===== src/rtl/core/rcpt_pkg.sv =====
// ----------------------------------------------------------------------------
// rcpt_pkg
// Shared types and constants of the random cyclic permutation table.
// ----------------------------------------------------------------------------
`default_nettype none

package rcpt_pkg;

    // Default sizing of the table.
    localparam int TABLE_ENTRIES_DEFAULT = 256;
    localparam int INDEX_BITS_DEFAULT    = 8;

    // Field widths fixed by the interface.
    localparam int SEED_W  = 32;
    localparam int INDEX_W = 8;
    localparam int ENTRY_W = 8;
    localparam int GEN_W   = 32;

    // Multiply-with-carry generator constants.
    localparam logic [GEN_W-1:0] MWC_FACTOR = 32'd1791398085;
    localparam logic [GEN_W-1:0] MWC_START  = 32'd30903;
    localparam logic [GEN_W-1:0] HALF_MASK  = 32'd65535;
    localparam int               HALF_SHIFT = 16;
    localparam logic [HALF_SHIFT-1:0] MWC_FACTOR_HI = 16'(MWC_FACTOR >> HALF_SHIFT);
    localparam logic [HALF_SHIFT-1:0] MWC_FACTOR_LO = 16'(MWC_FACTOR & HALF_MASK);

    // Operation and result kind codes.
    localparam logic OP_BUILD   = 1'b0;
    localparam logic OP_READ    = 1'b1;
    localparam logic KIND_BUILD = 1'b0;
    localparam logic KIND_READ  = 1'b1;

    // One input transaction.
    typedef struct packed {
        logic               opcode;
        logic [SEED_W-1:0]  seed;
        logic [INDEX_W-1:0] index;
    } rcpt_item_t;

    // One result transaction.
    typedef struct packed {
        logic               kind;
        logic [ENTRY_W-1:0] entry;
    } rcpt_result_t;

    // Commands from the controller to the datapath.
    typedef struct packed {
        logic load_item;   // latch the read index
        logic load_gen;    // reseed the generator from the item
        logic cnt_clear;
        logic cnt_inc;
        logic init_wr;     // write the starting cycle into both tables
        logic gen_mul;     // form the four half-word products
        logic gen_add;     // new value and provisional carry
        logic sw_a;        // carry fixup, draw j, read F[i] and B[j]
        logic sw_b;        // read F[j] and B[fi]
        logic sw_c;        // read F[bj] and B[fj]
        logic sw_d;        // write F[i] and B[fi]
        logic sw_e;        // write F[bj] and B[fj]
        logic sw_f;        // write F[j] and B[j]
        logic rd_addr;     // read F[index]
        logic emit_read;
        logic emit_build;
    } rcpt_cmd_t;

    // Status from the datapath to the controller.
    typedef struct packed {
        logic cnt_last;
    } rcpt_stat_t;

endpackage

`default_nettype wire


===== src/rtl/core/rcpt_ctrl.sv =====
// ----------------------------------------------------------------------------
// rcpt_ctrl
// Sequencer for table builds and reads; issues one command set per cycle.
// ----------------------------------------------------------------------------
`default_nettype none

module rcpt_ctrl (
    input  wire logic               clk,
    input  wire logic               rst_n,
    input  wire logic               start,
    input  wire logic               opcode,
    input  rcpt_pkg::rcpt_stat_t    stat,
    output rcpt_pkg::rcpt_cmd_t     cmd,
    output logic                    busy
);

    typedef enum logic [11:0] {
        ST_IDLE    = 12'b0000_0000_0001,
        ST_INIT    = 12'b0000_0000_0010,
        ST_GEN_MUL = 12'b0000_0000_0100,
        ST_GEN_ADD = 12'b0000_0000_1000,
        ST_SW_A    = 12'b0000_0001_0000,
        ST_SW_B    = 12'b0000_0010_0000,
        ST_SW_C    = 12'b0000_0100_0000,
        ST_SW_D    = 12'b0000_1000_0000,
        ST_SW_E    = 12'b0001_0000_0000,
        ST_SW_F    = 12'b0010_0000_0000,
        ST_RD_ADDR = 12'b0100_0000_0000,
        ST_RD_DATA = 12'b1000_0000_0000
    } ctrl_state_t;

    ctrl_state_t state_reg;
    ctrl_state_t state_next;

    // Next state and command decode.
    always_comb
    begin
        state_next = state_reg;
        cmd        = '0;
        unique case (state_reg)
            ST_IDLE:
            begin
                if (start)
                begin
                    cmd.load_item = 1'b1;
                    cmd.cnt_clear = 1'b1;
                    if (opcode == rcpt_pkg::OP_READ)
                    begin
                        state_next = ST_RD_ADDR;
                    end
                    else
                    begin
                        cmd.load_gen = 1'b1;
                        state_next   = ST_INIT;
                    end
                end
            end
            ST_INIT:
            begin
                cmd.init_wr = 1'b1;
                if (stat.cnt_last)
                begin
                    cmd.cnt_clear = 1'b1;
                    state_next    = ST_GEN_MUL;
                end
                else
                begin
                    cmd.cnt_inc = 1'b1;
                end
            end
            ST_GEN_MUL:
            begin
                cmd.gen_mul = 1'b1;
                state_next  = ST_GEN_ADD;
            end
            ST_GEN_ADD:
            begin
                cmd.gen_add = 1'b1;
                state_next  = ST_SW_A;
            end
            ST_SW_A:
            begin
                cmd.sw_a   = 1'b1;
                state_next = ST_SW_B;
            end
            ST_SW_B:
            begin
                cmd.sw_b   = 1'b1;
                state_next = ST_SW_C;
            end
            ST_SW_C:
            begin
                cmd.sw_c   = 1'b1;
                state_next = ST_SW_D;
            end
            ST_SW_D:
            begin
                cmd.sw_d   = 1'b1;
                state_next = ST_SW_E;
            end
            ST_SW_E:
            begin
                // The next draw starts while the last writes go out.
                cmd.sw_e    = 1'b1;
                cmd.gen_mul = !stat.cnt_last;
                state_next  = ST_SW_F;
            end
            ST_SW_F:
            begin
                cmd.sw_f    = 1'b1;
                cmd.gen_add = !stat.cnt_last;
                cmd.cnt_inc = 1'b1;
                if (stat.cnt_last)
                begin
                    cmd.emit_build = 1'b1;
                    state_next     = ST_IDLE;
                end
                else
                begin
                    state_next = ST_SW_A;
                end
            end
            ST_RD_ADDR:
            begin
                cmd.rd_addr = 1'b1;
                state_next  = ST_RD_DATA;
            end
            ST_RD_DATA:
            begin
                cmd.emit_read = 1'b1;
                state_next    = ST_IDLE;
            end
            default:
            begin
                state_next = ST_IDLE;
            end
        endcase
    end

    // State register.
    always_ff @(posedge clk or negedge rst_n)
    begin
        if (!rst_n)
        begin
            state_reg <= ST_IDLE;
        end
        else
        begin
            state_reg <= state_next;
        end
    end

    assign busy = (state_reg != ST_IDLE);

endmodule

`default_nettype wire


===== config.mk =====
export PLATFORM = sky130hd
export DESIGN_NAME = rcpt_ctrl
export DESIGN_NICKNAME = d
export VERILOG_FILES = /design/src/rtl/core/rcpt_pkg.sv /design/src/rtl/core/rcpt_ctrl.sv
export SDC_FILE = /design/constraint.sdc
export NUM_CORES = 1
export LEC_CHECK = 0
export ABC_AREA = 1
export ABC_CLOCK_PERIOD_IN_PS = 3900
export BUFFER_PORTS_ARGS = -buffer_cell sky130_fd_sc_hd__buf_4
export CAP_MARGIN = 20
export CORE_UTILIZATION = 54
export DETAILED_ROUTE_END_ITERATION = 12
export GPL_ROUTABILITY_DRIVEN = 0
export PLACE_DENSITY_LB_ADDON = 0.08
export SYNTH_ARGS = -nofsm -noshare
export SYNTH_HDL_FRONTEND = slang
export SYNTH_SLANG_ARGS = --single-unit
export TNS_END_PERCENT = 100

===== constraint.sdc =====
create_clock -name clk -period 3.9 [get_ports clk]
set_input_delay 0.78 -clock clk [delete_from_list [all_inputs] [get_ports clk]]
set_output_delay 0.78 -clock clk [all_outputs]
set_load 0.02 [all_outputs]

==> impl_metrics.py <==
metrics = {
    "run_status": {
        "status": "complete, no violations",
    },
    "detailed_routing": {
        "firstDrtPassIters": 4,
        "drt_iter0_drc": 8,
        "finalWirelength_um": 1630,
        "vias": 737,
        "drc": 0,
        "ant_nets": 0,
        "wl_per_cell_um": 10.6,
        "vias_per_cell": 4.82,
    },
    "timing": {
        "setup_ws_ns": 1.54,
        "period_needed_ns": 2.36,
        "fin_skew_ns": 0.00370,
        "finalHoldViolCount": 0,
        "rsz0062_at_grt": "no",
        "fmax_ghz": 0.423,
        "relSlewSlack_pct": 85.7,
        "slew_viol_final": 0,
        "tightest_slew_ns": 0.214,
        "setup_tns_ns": 0,
        "fin_crit_sh_pct": 60.6,
        "fin_hold_ws_ns": 0.337,
        "setup_viol": 0,
    },
    "clocking": {
        "clk_latency_ns": 0.27,
        "cts_buffers": 3,
        "cts.sinks": 12,
        "post_cts_buffers": 0,
        "cts_hold_buf": 0,
        "clk_pin_slew_ns": 0.08,
        "root_buffer": "clkbuf_4",
        "cts.repair.resized": 0,
        "htreeDepth": 1,
        "cts.path.max_buffers": 2,
        "cts_tree": "built",
    },
    "placement": {
        "hpwl_um": 1320,
        "dpl_worst_slack_ns": 1.77,
        "numPortBuffers": 21,
        "placed_area_um2": 962,
        "dp_cells": 149,
    },
    "worst_setup_path": {
        "crit_path_max_fanout": 5,
        "path_cells": "nor2_2 -> nand2_2 -> nor2_8 -> nand2_2 -> nor2_4 -> inv_2 -> o21ai_0 -> buf_4",
        "cpMaxStageDelayCell": "dfrtp_1",
        "worstSetupStartpoint": "state_reg[9]",
        "critPathRequiredTime_ns": 3.12,
        "reg2reg_from": "state_reg[0]",
        "crit_top_cell": "nand2_2",
        "crit_family": "simple AND/OR/NAND/NOR gates",
        "critical_path_class": "flip-flop to primary output",
        "end_kind": "primary output",
        "critPathBufInv": 2,
        "cp.arrival_ns": 1.58,
        "critPathMaxStageDelay_ns": 0.39,
        "start_kind": "flip-flop",
    },
    "synthesis": {
        "yosysSeqAreaShare_pct": 38.4,
        "syn_avg_cell_area_um2": 6.95,
        "ys_ff_latch": 12,
        "yosys-top-cells-area": "dfrtp_1, inv_1, nand2_1",
        "yosysWarnings": 0,
        "ys_types": 19,
        "ys.flop_type": "dfrtp_1",
        "synthCells": 113,
        "synth_edf_count": 0,
        "synth_area_um2": 786,
        "synth_commonest_cells": "inv_1, nand2_1, nor2_1",
        "yosysMostFrequentCell": "inv_1",
        "yosysTopAreaCell": "dfrtp_1",
        "syn_nets": 118,
        "ys_async_sr_fraction_pct": 100,
        "yosysTopAreaCellShare_pct": 35.0,
    },
    "final_layout": {
        "final_cells": 153,
        "largest_register_ffs": 12,
        "post-route-util_pct": 74.9,
        "fill_cells": 118,
        "regArea_um2": 302,
        "layout-drive-gt1-share_pct": 32.6,
        "final_nets": 144,
        "syn_to_final_growth_pct": 27.1,
        "multi_input_area_um2": 367,
        "n_antenna_cell": 0,
        "fin_area_um2": 998,
    },
    "floorplanning": {
        "coreArea_mm2": 0.00133,
        "ios": 22,
        "die_h_um": 40.1,
        "start_util_pct": 58.9,
        "die-area_mm2": 0.00161,
        "num_rows": 13,
        "die_w_um": 40.1,
    },
    "global_routing": {
        "grt_pass1_vias": 590,
        "grt.busiest_layer": "met2",
        "grt_antenna_before_repair": 0,
        "grtUsageMet3_pct": 5.00,
        "grtUsageMet2_pct": 39.1,
        "grt_max_degree": 13,
        "grt-ovfl-total": 0,
        "grt_pass1_wl_um": 2340,
        "track_usage_pct": 23.1,
        "grtUsageMet1_pct": 28.5,
    },
    "min_path": {
        "hold_class": "primary input to asynchronous set/reset pin",
    },
    "power_and_ir_drop": {
        "p_leak_nw": 0.687,
        "power.total_mw": 0.476,
        "p_per_area_mw_per_mm2": 476,
        "ir_worst_vdd_v": 0.000212,
    },
    "run": {
        "cap_viol_max_count": 0,
    },
}
power breakdown:
part	internal, mW	total (mW)	switching, mW	leakage [nW]
logic	0.0801	0.222	0.141	0.503
registers	0.141	0.154	0.0130	0.163
clock network	0.0567	0.0997	0.0430	0.0210
total	0.278	0.476	0.197	0.687
worst reg2reg max path, delay by kind of cell (launching register included):
family / cells / cell delay [ns]
simple gates: 7 / 0.69
flops: 1 / 0.58
compound gates: 1 / 0.12
layer usage:
layer	wire length, µm	share of wire, %
met1	739	45
met2	802	49
met3	70	4.3
met4	13	0.80
met5	0	0
cell families (layout without fill, tap and decap cells):
kind of cell | count (synthesis) | in the layout | share of synthesized area, %
AND/OR/NAND/NOR | 64 | 64 | 42.0
buffers and inverters | 31 | 56 | 15.0
flip-flops | 12 | 12 | 38.4
AO/OA/AOI/OAI | 6 | 6 | 4.62
worst paths after layout:
| path | depth (start not counted) | endpoint | slack, ns |
|---|---|---|---|
| setup / recovery | 8 | cmd[13] | 1.54 |
| hold / removal | 1 | state_reg[1] | 0.34 |
| setup reg to reg | 8 | state_reg[0] | 2.46 |
| hold reg to reg | 3 | state_reg[6] | 0.62 |
| max in group asynchronous | 1 | state_reg[0] | 3.33 |
| min in group clk | 3 | state_reg[6] | 0.62 |
cell usage in the layout, fill, tap and decap left out, types with 3 or more instances in the layout:
| cell | netlist | final |
|---|---|---|
| clkbuf_4 | 0 | 3 |
| nor2_1 | 15 | 15 |
| nand2_1 | 23 | 23 |
| inv_1 | 29 | 29 |
| nand3_1 | 4 | 4 |
| dfrtp_1 | 11 | 11 |
| nand2_2 | 5 | 5 |
| buf_4 | 0 | 21 |
| nor2_2 | 5 | 5 |
| nor3_1 | 6 | 6 |
layout make-up:
| type | count | share of cell area [%] |
|---|---|---|
| multi-input cells | 70 | 36.7 |
| clock buffers | 4 | 3.63 |
| inverters | 31 | 11.8 |
| repair buffers | 21 | 15.8 |
| well taps | 15 | 1.88 |
| flip-flops and latches | 12 | 30.2 |
(Power assumes the default switching activity.)
